==> src/rtl/core/epvg_pkg.sv <==
// Package with shared types, constants and the arctangent table of the ellipse polygon vertex generator.
package epvg_pkg;

  localparam int unsigned DefMaxVertices       = 4095;
  localparam int unsigned DefRotationIterations = 20;
  localparam int unsigned DefFractionBits      = 16;

  localparam int unsigned DataW  = 32;
  localparam int unsigned VnumW  = 12;
  localparam int unsigned FixW   = 12;
  localparam int unsigned CfgIdxW = 3;
  localparam int unsigned TrigW  = 34;
  localparam int unsigned DivW   = 64;

  typedef enum logic [CfgIdxW-1:0] {
    CFG_RADIUS_H   = 3'd0,
    CFG_RADIUS_V   = 3'd1,
    CFG_REL_MASK   = 3'd2,
    CFG_REF_WIDTH  = 3'd3,
    CFG_REF_HEIGHT = 3'd4,
    CFG_FIXED_CNT  = 3'd5,
    CFG_SCALE      = 3'd6
  } cfg_reg_e;

  typedef enum logic [1:0] {
    MUL_RAD_H,
    MUL_RAD_V,
    MUL_COORD_X,
    MUL_COORD_Y
  } mul_sel_e;

  typedef enum logic [1:0] {
    DIV_DIST,
    DIV_RATIO,
    DIV_PROBE,
    DIV_VERTEX
  } div_sel_e;

  typedef enum logic [4:0] {
    ST_IDLE,
    ST_RH_MUL,
    ST_RH_FIN,
    ST_RV_MUL,
    ST_RV_FIN,
    ST_COUNT,
    ST_D_WAIT,
    ST_R_GO,
    ST_R_WAIT,
    ST_S_CHECK,
    ST_P_WAIT,
    ST_PC_WAIT,
    ST_V_BEGIN,
    ST_V_GO,
    ST_V_WAIT,
    ST_VC_WAIT,
    ST_X_MUL,
    ST_X_FIN,
    ST_Y_MUL,
    ST_Y_FIN,
    ST_EMIT
  } state_e;

  typedef struct packed {
    logic     mul_en;
    mul_sel_e mul_sel;
    logic     rad_h_ld;
    logic     rad_v_ld;
    logic     restart_clr;
    logic     total_fixed_ld;
    logic     total_auto_ld;
    logic     search_init;
    logic     search_upd;
    logic     div_start;
    div_sel_e div_sel;
    logic     d_ld;
    logic     r_ld;
    logic     r_zero;
    logic     cordic_start;
    logic     vtx_begin;
    logic     x_ld;
    logic     y_ld;
    logic     out_ld;
  } epvg_cmd_t;

  typedef struct packed {
    logic div_done;
    logic cordic_done;
    logic ra_zero;
    logic fixed_ok;
    logic search_more;
    logic out_free;
  } epvg_status_t;

  // Arctangent of 2^-i in units of 2^-32 turn.
  function automatic logic [31:0] atan_turns(input logic [4:0] idx);
    logic [31:0] v;
    unique case (idx)
      5'd0:  v = 32'd536870912;
      5'd1:  v = 32'd316933406;
      5'd2:  v = 32'd167458907;
      5'd3:  v = 32'd85004756;
      5'd4:  v = 32'd42667331;
      5'd5:  v = 32'd21354465;
      5'd6:  v = 32'd10679838;
      5'd7:  v = 32'd5340245;
      5'd8:  v = 32'd2670163;
      5'd9:  v = 32'd1335087;
      5'd10: v = 32'd667544;
      5'd11: v = 32'd333772;
      5'd12: v = 32'd166886;
      5'd13: v = 32'd83443;
      5'd14: v = 32'd41722;
      5'd15: v = 32'd20861;
      5'd16: v = 32'd10430;
      5'd17: v = 32'd5215;
      5'd18: v = 32'd2608;
      5'd19: v = 32'd1304;
      5'd20: v = 32'd652;
      5'd21: v = 32'd326;
      5'd22: v = 32'd163;
      5'd23: v = 32'd81;
      5'd24: v = 32'd41;
      5'd25: v = 32'd20;
      5'd26: v = 32'd10;
      5'd27: v = 32'd5;
      5'd28: v = 32'd3;
      5'd29: v = 32'd1;
      5'd30: v = 32'd1;
      default: v = 32'd0;
    endcase
    return v;
  endfunction

endpackage

==> src/rtl/core/epvg_ctrl.sv <==
// Controller state machine sequencing restart, count search and vertex generation.
module epvg_ctrl import epvg_pkg::*; (
  input  logic         clk_i,
  input  logic         rst_ni,
  input  logic         in_valid_i,
  output logic         in_stall_o,
  input  logic         restart_i,
  input  epvg_status_t status_i,
  output epvg_cmd_t    cmd_o
);

  state_e state_q, state_d;

  always_ff @(posedge clk_i or negedge rst_ni) begin
    if (!rst_ni) begin
      state_q <= ST_IDLE;
    end else begin
      state_q <= state_d;
    end
  end

  always_comb begin
    state_d = state_q;
    unique case (state_q)
      ST_IDLE: begin
        if (in_valid_i) begin
          state_d = restart_i ? ST_RH_MUL : ST_V_BEGIN;
        end
      end
      ST_RH_MUL: state_d = ST_RH_FIN;
      ST_RH_FIN: state_d = ST_RV_MUL;
      ST_RV_MUL: state_d = ST_RV_FIN;
      ST_RV_FIN: state_d = ST_COUNT;
      ST_COUNT:  state_d = status_i.fixed_ok ? ST_V_BEGIN : ST_D_WAIT;
      ST_D_WAIT: begin
        if (status_i.div_done) begin
          state_d = ST_R_GO;
        end
      end
      ST_R_GO:   state_d = status_i.ra_zero ? ST_S_CHECK : ST_R_WAIT;
      ST_R_WAIT: begin
        if (status_i.div_done) begin
          state_d = ST_S_CHECK;
        end
      end
      ST_S_CHECK: state_d = status_i.search_more ? ST_P_WAIT : ST_V_BEGIN;
      ST_P_WAIT: begin
        if (status_i.div_done) begin
          state_d = ST_PC_WAIT;
        end
      end
      ST_PC_WAIT: begin
        if (status_i.cordic_done) begin
          state_d = ST_S_CHECK;
        end
      end
      ST_V_BEGIN: state_d = ST_V_GO;
      ST_V_GO:    state_d = ST_V_WAIT;
      ST_V_WAIT: begin
        if (status_i.div_done) begin
          state_d = ST_VC_WAIT;
        end
      end
      ST_VC_WAIT: begin
        if (status_i.cordic_done) begin
          state_d = ST_X_MUL;
        end
      end
      ST_X_MUL: state_d = ST_X_FIN;
      ST_X_FIN: state_d = ST_Y_MUL;
      ST_Y_MUL: state_d = ST_Y_FIN;
      ST_Y_FIN: state_d = ST_EMIT;
      ST_EMIT: begin
        if (status_i.out_free) begin
          state_d = ST_IDLE;
        end
      end
      default: state_d = ST_IDLE;
    endcase
  end

  always_comb begin
    cmd_o         = '0;
    cmd_o.mul_sel = MUL_RAD_H;
    cmd_o.div_sel = DIV_DIST;
    unique case (state_q)
      ST_RH_MUL: begin
        cmd_o.mul_en  = 1'b1;
        cmd_o.mul_sel = MUL_RAD_H;
      end
      ST_RH_FIN: cmd_o.rad_h_ld = 1'b1;
      ST_RV_MUL: begin
        cmd_o.mul_en  = 1'b1;
        cmd_o.mul_sel = MUL_RAD_V;
      end
      ST_RV_FIN: begin
        cmd_o.rad_v_ld    = 1'b1;
        cmd_o.restart_clr = 1'b1;
      end
      ST_COUNT: begin
        if (status_i.fixed_ok) begin
          cmd_o.total_fixed_ld = 1'b1;
        end else begin
          cmd_o.search_init = 1'b1;
          cmd_o.div_start   = 1'b1;
          cmd_o.div_sel     = DIV_DIST;
        end
      end
      ST_D_WAIT: cmd_o.d_ld = status_i.div_done;
      ST_R_GO: begin
        cmd_o.div_sel = DIV_RATIO;
        if (status_i.ra_zero) begin
          cmd_o.r_zero = 1'b1;
        end else begin
          cmd_o.div_start = 1'b1;
        end
      end
      ST_R_WAIT: cmd_o.r_ld = status_i.div_done;
      ST_S_CHECK: begin
        cmd_o.div_sel = DIV_PROBE;
        if (status_i.search_more) begin
          cmd_o.div_start = 1'b1;
        end else begin
          cmd_o.total_auto_ld = 1'b1;
        end
      end
      ST_P_WAIT:  cmd_o.cordic_start = status_i.div_done;
      ST_PC_WAIT: begin
        cmd_o.div_sel    = DIV_PROBE;
        cmd_o.search_upd = status_i.cordic_done;
      end
      ST_V_BEGIN: cmd_o.vtx_begin = 1'b1;
      ST_V_GO: begin
        cmd_o.div_start = 1'b1;
        cmd_o.div_sel   = DIV_VERTEX;
      end
      ST_V_WAIT: cmd_o.cordic_start = status_i.div_done;
      ST_X_MUL: begin
        cmd_o.mul_en  = 1'b1;
        cmd_o.mul_sel = MUL_COORD_X;
      end
      ST_X_FIN: cmd_o.x_ld = 1'b1;
      ST_Y_MUL: begin
        cmd_o.mul_en  = 1'b1;
        cmd_o.mul_sel = MUL_COORD_Y;
      end
      ST_Y_FIN: cmd_o.y_ld = 1'b1;
      ST_EMIT:  cmd_o.out_ld = status_i.out_free;
      default: ;
    endcase
  end

  assign in_stall_o = (state_q != ST_IDLE);

endmodule

==> config.mk <==
export PLATFORM = sky130hd
export DESIGN_NAME = epvg_ctrl
export DESIGN_NICKNAME = d
export VERILOG_FILES = /design/src/rtl/core/epvg_pkg.sv /design/src/rtl/core/epvg_ctrl.sv
export SDC_FILE = /design/constraint.sdc
export NUM_CORES = 1
export LEC_CHECK = 0
export ABC_AREA = 1
export BUFFER_PORTS_ARGS = -buffer_cell sky130_fd_sc_hd__buf_2
export CAP_MARGIN = 20
export CORE_MARGIN = 5
export CORE_UTILIZATION = 50
export CTS_BUF_LIST = sky130_fd_sc_hd__clkbuf_8
export DETAILED_ROUTE_END_ITERATION = 10
export GPL_TIMING_DRIVEN = 0
export PLACE_DENSITY = 0.86
export SLEW_MARGIN = 30
export SYNTH_ARGS = -nofsm -noshare
export SYNTH_HDL_FRONTEND = slang
export SYNTH_SLANG_ARGS = --single-unit
==> constraint.sdc <==
create_clock -name clk_i -period 3.49 [get_ports clk_i]
set_clock_uncertainty 0.15 [all_clocks]
set_input_delay 0.5235 -clock clk_i [delete_from_list [all_inputs] [get_ports clk_i]]
set_output_delay 0.5235 -clock clk_i [all_outputs]
set_load 0.01 [all_outputs]
==> qor.yml, run 1 <==
power_and_ir_drop:
  leakagePower_nw: 0.6422
  pwr-share-comb_pct: 70.1
  power_frac_clock_pct: 13.9
  finalPower_uw: 737.5
  power.density_mw_per_mm2: 823.3
  peakVddDrop_mv: 0.4764
  power.share.sequential_pct: 16.0
  internal_power_uw: 333.8
  sw_frac_of_total_pct: 54.73
  p_sw_uw: 403.7
critical_path:
  cp-start-kind: "flop"
  r2r-end: "state_q[0]"
  crit_required_ns: 2.82
  worst_path_largest_cell_delay_ns: 0.44
  r2r_cells: 8
  crit_chain: "inv_2 -> nand2_2 -> nor2_2 -> nand3_1 -> nand2_1 -> inv_1 -> o211ai_1 -> buf_2"
  regToRegStartpoint: "state_q[3]"
  endpoint_kind: "primary output"
  crit_family: "simple AND/OR/NAND/NOR gates"
  reg2reg_slack_ns: 1.84
  crit_path_top_delay_cell: "dfrtp_1"
  crit_buf_inv: 3
  arrival_ns: 1.56
  cp_max_fo: 7
  critPathKind: "flop to primary output"
clock_network:
  clk_pin_slew_worst_paths_ns: 0.04
  post_cts_resize_count: 0
  post_cts_buffers: 0
  cts-htree-levels: 1
  cts_tree: "built"
  cts_buffers: 3
  root_buffer: "clkbuf_8"
  clock_path_buffers: 2
  cts_sinks: 5
  clk_latency_ns: 0.22
sta:
  hold_slack_ns: 0.4514
  slew_headroom_pct: 80.75
  min_period_ns: 2.229
  rsz0062_at_grt: "no"
  final_hold_viol_count: 0
  setup_violations: 0
  setup_tns_ns: 0
  worst_pin_slew_ns: 0.2877
  clock.fmax_mhz: 448.5
  drv_slew: 0
  finalCritPeriodShare_pct: 63.88
drt:
  first_pass_iters: 5
  drtAntennaViolNets: 0
  avgRoutedWirePerCell_um: 11.29
  via_per_inst: 5.204
  vias: 942
  drcViolationCount: 0
  drt-initial-drc-count: 38
  routed_wirelength_um: 2044
grt:
  overflow: 0
  grt_pass1_vias: 799
  grt_pass1_wl_um: 3284
  track_usage_pct: 20.84
  grt_max_degree: 9
  antenna_found_initial: 0
final_layout:
  regArea_um2: 125.1
  largest_reg_flops: 5
  n_antenna_cell: 0
  fillers: 134
  synthToLayoutAreaGrowth_pct: 34.33
  multi_input_area_um2: 417.9
  largest_register: "state_q"
  drive_gt1_share_pct: 27.11
  reg.largest.list: "state_q (5)"
  fin_nets: 177
floorplanning:
  row_count: 13
  initial_core_util_pct: 51.90
  die_x_um: 46.52
  die_y_um: 46.52
  io_pins: 32
  core_area_mm2: 0.001285
  dieArea_mm2: 0.002164
hold_path:
  hold_path_end: "state_q[2]"
  hp-start: "state_q[2]"
  min_path_type: "flop to flop"
  min_path_cells: 2
job:
  maxCapViolCount: 0
yosys:
  synth_top_area_share_pct: 24.20
  synth_area_um2: 666.9
  synth_nets: 140
  synth_area_leaders: "nand2_1, dfrtp_1, inv_1"
  postSynth.asyncResetShare_pct: 100.0
  synth_common_cells: "nand2_1, inv_1, nor2_1, nand3_1"
  ys.flop_type: "dfrtp_1"
  yosysMostFrequentCell: "nand2_1"
  syn_area_per_cell_um2: 5.130
  yosysSeqAreaShare_pct: 18.76
  synth_top_cell_by_area: "nand2_1"
  ys_ff_latch: 5
  synth_edf_count: 0
  synth.distinct_cells: 18
  syn_inst: 130
  yosysWarnings: 0
place:
  gp_congestion: 0.9284
  portBuffers: 31
  dp_hpwl_um: 1686
run_status:
  outcome: "completed"
## worst max-delay path by stage
stage | from | endpoint | slack, ns | depth (start not counted)
after floorplan | state_q[4] | cmd_o[6] | 1.73 | 5
after global placement | state_q[4] | cmd_o[10] | 1.52 | 8
after detailed placement | state_q[4] | cmd_o[10] | 1.52 | 8
after CTS | state_q[4] | cmd_o[10] | 1.28 | 8
after global routing | state_q[4] | cmd_o[10] | 1.14 | 8
final | state_q[4] | cmd_o[10] | 1.26 | 8
## cell usage in the layout, fill, tap and decap left out
cell	n
nor2_1	17
inv_1	27
buf_4	2
nand4_1	2
a21oi_1	4
nor3_1	3
clkbuf_8	3
nand2_2	1
nand2_1	43
o22ai_1	1
nand3_1	9
o21ai_1	1
nor2_4	1
nor2_2	4
o21ai_0	5
o211ai_1	2
nor4_1	1
inv_2	3
dlygate4sd3_1	1
dfrtp_1	5
buf_2	31
## worst register-to-register path: cells and delay by family, from the launching register on
family	cells	cell delay, ns
AND/OR/NAND/NOR	6	0.67
flip-flops	1	0.43
AO/OA/AOI/OAI	1	0.17
buffers and inverters	1	0.12
## cells by family after synthesis
family / Yosys count / synth area share (%)
AOI/OAI and AO/OA: 13 / 10.69
buffers and inverters: 31 / 18.57
DFF: 5 / 18.76
and+or+nand+nor: 81 / 51.97
## power by group through the flow
stage / Combinational (mW) / Clock, mW / Sequential (mW)
2_1_floorplan: 0.376 / 0 / 0.109
3_3_place_gp: 0.499 / 0 / 0.116
3_5_place_dp: 0.512 / 0 / 0.117
4_1_cts: 0.516 / 0.106 / 0.117
5_1_grt: 0.586 / 0.109 / 0.121
6_report: 0.517 / 0.103 / 0.118
## metal layers
layer,up-vias,share of wire (%),wire [um],track usage (%)
met5,-,0,0,0
met3,4,8.8,180,6.641
met4,0,1.1,23,1.705
met1,416,43,875,27.38
met2,54,47,966,34.34
li1,468,-,-,-
## through the flow
step / utilization, % / cell area (um2) / std cells / setup slack [ns]
2_1_floorplan: - / 666.9 / 130 / 1.725
3_3_place_gp: 65.43 / 840.8 / 176 / 1.519
3_5_place_dp: 65.43 / 840.8 / 176 / 1.520
4_1_cts: 69.72 / 895.9 / 181 / 1.277
5_1_grt: 69.72 / 895.9 / 181 / 1.138
6_report: 69.72 / 895.9 / 181 / 1.261
## cell type report
type / instances / area share (%)
buffer: 2 / 1.676
inverter: 29 / 12.15
clock buffer: 3 / 4.609
timing repair buffer: 32 / 18.44
tap: 15 / 2.095
multi-input combinational: 94 / 46.65
sequential: 5 / 13.97
clock inverter: 1 / 0.4190
## timing repair
action | 4_1_cts | 5_1_grt
endpoints found under the hold margin | 5 | 0
hold buffers | 1 | 0
endpoints found under the setup margin | 0 | 0
Note: power is estimated with default switching activity, not from simulation.
==> run 2: changes to the inputs <==
Settings changed: ABC_AREA 1 to 0, CORE_UTILIZATION 50 to 43, PLACE_DENSITY 0.86 to 0.78.
Clock period 3.49 ns to 1.84 ns, I/O delays scaled along.
==> run 2 against run 1 <==
Compared with the run above:
- the run now ends with negative setup slack left
- area after synthesis is 3.6% higher
- non-clock buffer count rose by 25
- critical path depth down 3
- register-to-register slack got worse by 2.0 ns
- final area rose by 54%
- global-route usage increased by 4.4 points
- die area up 16%
- count of clock-buffer cells in the layout unchanged
- clock power increased by 89%
- synthesized cell count shrank 21%
- core utilization increased by 22 points
- critical endpoint is now state_q[2]
==> qor.yml, run 2 <==
sta:
  drv_slew: 0  # unchanged
  rsz0062_at_grt: "yes"
  worst_pin_slew_ns: 0.3663  # +0.07857 ns
  finalCritPeriodShare_pct: 108.3
  hold_slack_ns: 0.2748  # -0.1766 ns
  slew_headroom_pct: 75.39  # -5.4 points
  clock.fmax_mhz: 501.7
  setup_ws_ns: -0.1533  # -1.414 ns
  setup_violations: 20  # +20
  final_hold_viol_count: 0  # unchanged
  min_period_ns: 1.993
final_layout:
  largest_register: "state_q"
  final_cell_mix: "buf_2, buf_4, nor3_1, buf_6, nor2_1"
  drive_gt1_share_pct: 66.23  # +39 points
  fin_nets: 165  # -6.8%
  layout.cells.non_filler: 170  # -6.1%
  fin_util_pct: 91.86  # +22 points
  n_antenna_cell: 0  # unchanged
  synthToLayoutAreaGrowth_pct: 100.4
  largest_reg_flops: 5  # unchanged
  reg.largest.list: "state_q (5)"
  layout_commonest_cell: "buf_2"
critical_path:
  reg2reg_slack_ns: -0.15  # -1.99 ns
  endpoint_kind: "flop"
  arrival_ns: 1.95  # +0.39 ns
  r2r_cells: 5  # -3
  cp_max_fo: 7  # unchanged
  critPathKind: "flop to flop"
  crit_required_ns: 1.80  # -1.02 ns
  cp-start-kind: "flop"
floorplanning:
  initial_core_util_pct: 45.85  # -6.1 points
  dieArea_mm2: 0.002508  # +16%
  row_count: 14  # +1
  core_area_mm2: 0.001506  # +17%
  die_x_um: 50.08  # +7.6%
  io_pins: 32  # unchanged
  die_y_um: 50.08  # +7.6%
yosys:
  synth_edf_count: 0  # unchanged
  synth.distinct_cells: 39  # +21
  synth_area_um2: 690.7  # +3.6%
  syn_inst: 103  # -21%
  synth_top_area_share_pct: 18.12  # -6.1 points
  yosysSeqAreaShare_pct: 18.12  # -0.65 points
  ys_ff_latch: 5  # unchanged
  synth_top_cell_by_area: "dfrtp_1"
  synth_common_cells: "nor3_1, nor2_1, nand2_1"
  postSynth.asyncResetShare_pct: 100.0  # unchanged
  ys.flop_type: "dfrtp_1"
  synth_area_leaders: "dfrtp_1, nor3_1, nor2_1"
  syn_area_per_cell_um2: 6.705  # +31%
  yosysWarnings: 0  # unchanged
  yosysMostFrequentCell: "nor3_1"
  synth_nets: 113  # -19%
clock_network:
  clk_latency_ns: 0.22  # about the same
  clk_pin_slew_worst_paths_ns: 0.04  # about the same
  cts-htree-levels: 1  # unchanged
  cts_buffers: 3  # unchanged
  root_buffer: "clkbuf_8"
  cts_tree: "built"
  cts_sinks: 5  # unchanged
  clock_path_buffers: 2  # unchanged
drt:
  via_per_inst: 6.765  # +30%
  drt-initial-drc-count: 78  # +110%
  avgRoutedWirePerCell_um: 24.22  # +110%
  routed_wirelength_um: 4118  # +100%
  vias: 1150  # +22%
  drcViolationCount: 0  # unchanged
  drtAntennaViolNets: 0  # unchanged
  first_pass_iters: 4  # -1
grt:
  grt_pass1_vias: 1037  # +30%
  track_usage_pct: 25.20  # +4.4 points
  overflow: 0  # unchanged
  grt_pass1_wl_um: 5023  # +53%
  antenna_found_initial: 0  # unchanged
  grt_max_degree: 11  # +2
place:
  dp_hpwl_um: 1681  # -0.27%
  gp_congestion: 0.9099  # -2.0%
  portBuffers: 31  # unchanged
  dp.cells: 150  # -15%
power_and_ir_drop:
  sw_frac_of_total_pct: 50.19  # -4.5 points
  pwr-share-comb_pct: 83.8  # +14 points
  power.density_mw_per_mm2: 1973  # +140%
  power.share.sequential_pct: 9.1  # -6.9 points
  peakVddDrop_mv: 1.466  # +210%
  leakagePower_nw: 0.6348  # -1.2%
  p_sw_mw: 1.370  # +240%
  internal_power_mw: 1.360  # +310%
  power_frac_clock_pct: 7.1  # -6.8 points
run_status:
  outcome: "complete, but fails checks"
  violations: "negative setup slack"
job:
  maxCapViolCount: 0  # unchanged
hold_path:
  min_path_type: "input pin to asynchronous set/reset pin"
[run 2: final timing paths]
path | from | end
min | rst_ni | state_q[4]
max in group asynchronous | rst_ni | state_q[2]
max | state_q[4] | state_q[2]
min in group clk_i | status_i[0] | state_q[4]
max reg2reg | state_q[4] | state_q[2]
min reg2reg | state_q[4] | state_q[3]
[run 2: logic make-up after synthesis]
kind of cell    synth area share, %
compound gates                23.73
xor+xnor                      2.537
buf+inv                       11.05
flops                         18.12
simple gates                  44.57
[run 2: worst max-delay path, cell delays in order (launching register included)]
cell and delay (ns):
dfrtp_2 0.41, buf_4 0.15, or2b_4 0.24, nor3_4 0.06, or4_4 0.59, o31ai_2 0.28
[run 2: cell type report]
cell class / count / area (um2)
Sequential cell: 5 / 128.9
Multi-Input combinational cell: 83 / 718.2
Clock buffer: 3 / 41.29
Tap cell: 16 / 20.02
Buffer: 10 / 133.9
Fill cell: 58 / 122.6
Inverter: 3 / 11.26
Timing Repair Buffer: 49 / 326.6
Clock inverter: 1 / 3.754
[run 2: through the flow]
stage,power [mW],area [um2],setup TNS (ns),setup slack (ns)
4_1_cts,2.075,1150,-0.4843,-0.1236
3_5_place_dp,1.423,874.6,-2.551,-0.3411
3_3_place_gp,1.385,874.6,-1.894,-0.2883
2_1_floorplan,1.104,699.4,-0.05411,-0.04202
6_report,2.730,1384,-1.281,-0.1533
5_1_grt,2.872,1384,-2.303,-0.2071
[run 2: power groups by stage]
stage	Sequential (mW)	Combinational [mW]	Clock, mW
floorplan	0.201	0.903	0
global route	0.254	2.40	0.214
finish	0.248	2.29	0.195
CTS	0.216	1.66	0.203
global placement	0.214	1.17	0
detailed placement	0.217	1.21	0
[run 2: metal layers]
layer	routed length (um)	up-vias	global-route usage (%)
met2	1972	105	40.59
met1	1494	546	29.78
li1	-	475	-
met4	212	0	12.23
met3	439	24	7.530
met5	0	-	0
[run 2: what timing repair did]
| action | 4_1_cts | 5_1_grt |
|---|---|---|
| gates resized for setup | 47 | 43 |
| hold buffers | 1 | 0 |
| setup buffers | 8 | 9 |
| endpoints found under the setup margin | 24 | 25 |
| hold endpoints to repair | 5 | 0 |
| pin swaps | 8 | 18 |
| gates cloned | 0 | 0 |
==> run 3: changes to the inputs <==
Settings changed: CORE_UTILIZATION 43 to 47, PLACE_DENSITY 0.78 to 0.8.
Clock period 1.84 ns to 2.2 ns, I/O delays scaled along.
==> run 3 against run 2 <==
Compared with the run above:
- critical path depth down 1
- final area down 31%
- the flow now finishes without violations
- critical endpoint is now in_stall_o
- core utilization down 22 points
==> qor.yml, run 3 (synthesized netlist as in run 2, its figures left out) <==
run_status:
  outcome: "completed"
place:
  post-place-ws_ns: -0.09524  # +0.2458 ns
  portBuffers: 31  # unchanged
  dp_hpwl_um: 1547  # -8.0%
  postPlaceCellArea_um2: 864.6  # -1.1%
  gp_congestion: 0.8710  # -4.3%
floorplanning:
  die_y_um: 48.34  # -3.5%
  io_pins: 32  # unchanged
  row_count: 13  # -1
  dieArea_mm2: 0.002336  # -6.8%
  core_area_mm2: 0.001350  # -10%
  initial_core_util_pct: 51.16  # +5.3 points
  die_x_um: 48.34  # -3.5%
clock_network:
  cts_sinks: 5  # unchanged
  cts-htree-levels: 1  # unchanged
  cts_buffers: 3  # unchanged
  root_buffer: "clkbuf_8"
  cts_tree: "built"
  clk_latency_ns: 0.22  # about the same
  post_cts_buffers: 0  # -8
  clk_pin_slew_worst_paths_ns: 0.04  # about the same
  clock_path_buffers: 2  # unchanged
sta:
  setup_ws_ns: 0.07282  # +0.2261 ns
  min_period_ns: 2.127
  clock.fmax_mhz: 470.1
  finalCritPeriodShare_pct: 96.69
  setup_violations: 0  # -100%
  rsz0062_at_grt: "yes"
  setup_tns_ns: 0  # +1.281 ns
  worst_pin_slew_ns: 0.4611  # +0.09478 ns
  final_hold_viol_count: 0  # unchanged
  slew_headroom_pct: 68.47  # -6.9 points
  drv_slew: 0  # unchanged
  hold_slack_ns: 0.2921  # +0.01724 ns
hold_path:
  min_path_cells: 3
  min_path_type: "input pin to flop"
  hold_path_end: "state_q[4]"
  hp-start: "status_i[0]"
drt:
  avgRoutedWirePerCell_um: 13.65  # -44%
  drcViolationCount: 0  # unchanged
  routed_wirelength_um: 2116  # -49%
  first_pass_iters: 4  # unchanged
  via_per_inst: 5.800  # -14%
  drt-initial-drc-count: 12  # -85%
  vias: 899  # -22%
  drtAntennaViolNets: 0  # unchanged
final_layout:
  regArea_um2: 126.4  # -1.9%
  largest_register: "state_q"
  largest_reg_flops: 5  # unchanged
  layout_commonest_cell: "buf_2"
  drive_gt1_share_pct: 40.29  # -26 points
  reg.largest.list: "state_q (5)"
  synthToLayoutAreaGrowth_pct: 37.32
  fin_area_um2: 948.4  # -31%
  multi_input_area_um2: 499.2  # -30%
  final_cell_mix: "buf_2, nor3_1, nor2_1, nand2_1, o21ai_0"
  fillers: 124  # +110%
  fin_nets: 150  # -9.1%
power_and_ir_drop:
  power.density_mw_per_mm2: 1450  # -26%
  leakagePower_nw: 0.4701  # -26%
  peakVddDrop_mv: 0.8517  # -42%
grt:
  antenna_found_initial: 0  # unchanged
  track_usage_pct: 17.32  # -7.9 points
  grt_max_degree: 11  # unchanged
  grt_pass1_wl_um: 3394  # -32%
  overflow: 0  # unchanged
  grt_pass1_vias: 806  # -22%
critical_path:
  critPathKind: "flop to primary output"
  arrival_ns: 1.65  # -0.30 ns
  endpoint_kind: "primary output"
  r2r-end: "state_q[2]"
  cp-start-kind: "flop"
  r2r_cells: 7  # +2
  crit_required_ns: 1.72  # -0.08 ns
  cp_max_fo: 10  # +3
  regToRegStartpoint: "state_q[2]"
  reg2reg_slack_ns: 0.19  # +0.34 ns
job:
  maxCapViolCount: 0  # unchanged
run 3: power by group:
part           switching [mW]  leakage, nW  internal, mW
Combinational           0.605        0.383         0.422
Sequential             0.0433       0.0603         0.141
Clock                  0.0442       0.0269         0.120
Total                   0.693        0.470         0.683
run 3: critical path, cell delays in order, from the launching register on:
cell and delay [ns]:
dfrtp_1 0.39, buf_6 0.14, or4_1 0.48, or2_2 0.28, buf_2 0.14
run 3: worst max-delay path by stage:
| stage | endpoint | startpoint | slack [ns] |
|---|---|---|---|
| finish | in_stall_o | state_q[2] | 0.07 |
| global route | cmd_o[7] | state_q[3] | -0.009 |
| CTS | cmd_o[16] | state_q[2] | 0.03 |
| detailed placement | cmd_o[7] | state_q[2] | -0.1 |
| global placement | cmd_o[7] | state_q[2] | -0.02 |
| floorplan | cmd_o[7] | state_q[2] | 0.26 |
run 3: routing by layer:
layer  wire length (um)  GRT usage [%]  vias to the layer above
li1                   -              -                      444
met4                 27          5.991                        0
met2               1001          29.57                       51
met5                  0              0                        -
met1                856          19.56                      400
met3                230          6.116                        4
run 3: what timing repair did:
action	CTS	global route
endpoints found under the hold margin	5	0
setup endpoints to repair	14	9
gates resized for setup	6	11
pin swaps	0	0
hold buffers	1	0
cloned	0	0
run 3: area by class of cell:
type	instances	share of cell area [%]
repair buffers	32	17.41
well taps	15	1.979
inverters	3	1.187
plain buffers	12	8.443
flip-flops and latches	5	13.32
clock buffers	3	4.354
clock inverters	1	0.3958
diodes	1	0.2639
multi-input cells	83	52.64
run 3: through the flow:
step,total power [mW],util [%],std cells
after floorplan,0.9121,-,103
after global placement,1.138,64.04,149
after detailed placement,1.155,64.04,149
after CTS,1.343,68.77,154
after global routing,1.489,70.06,154
final,1.375,70.25,155
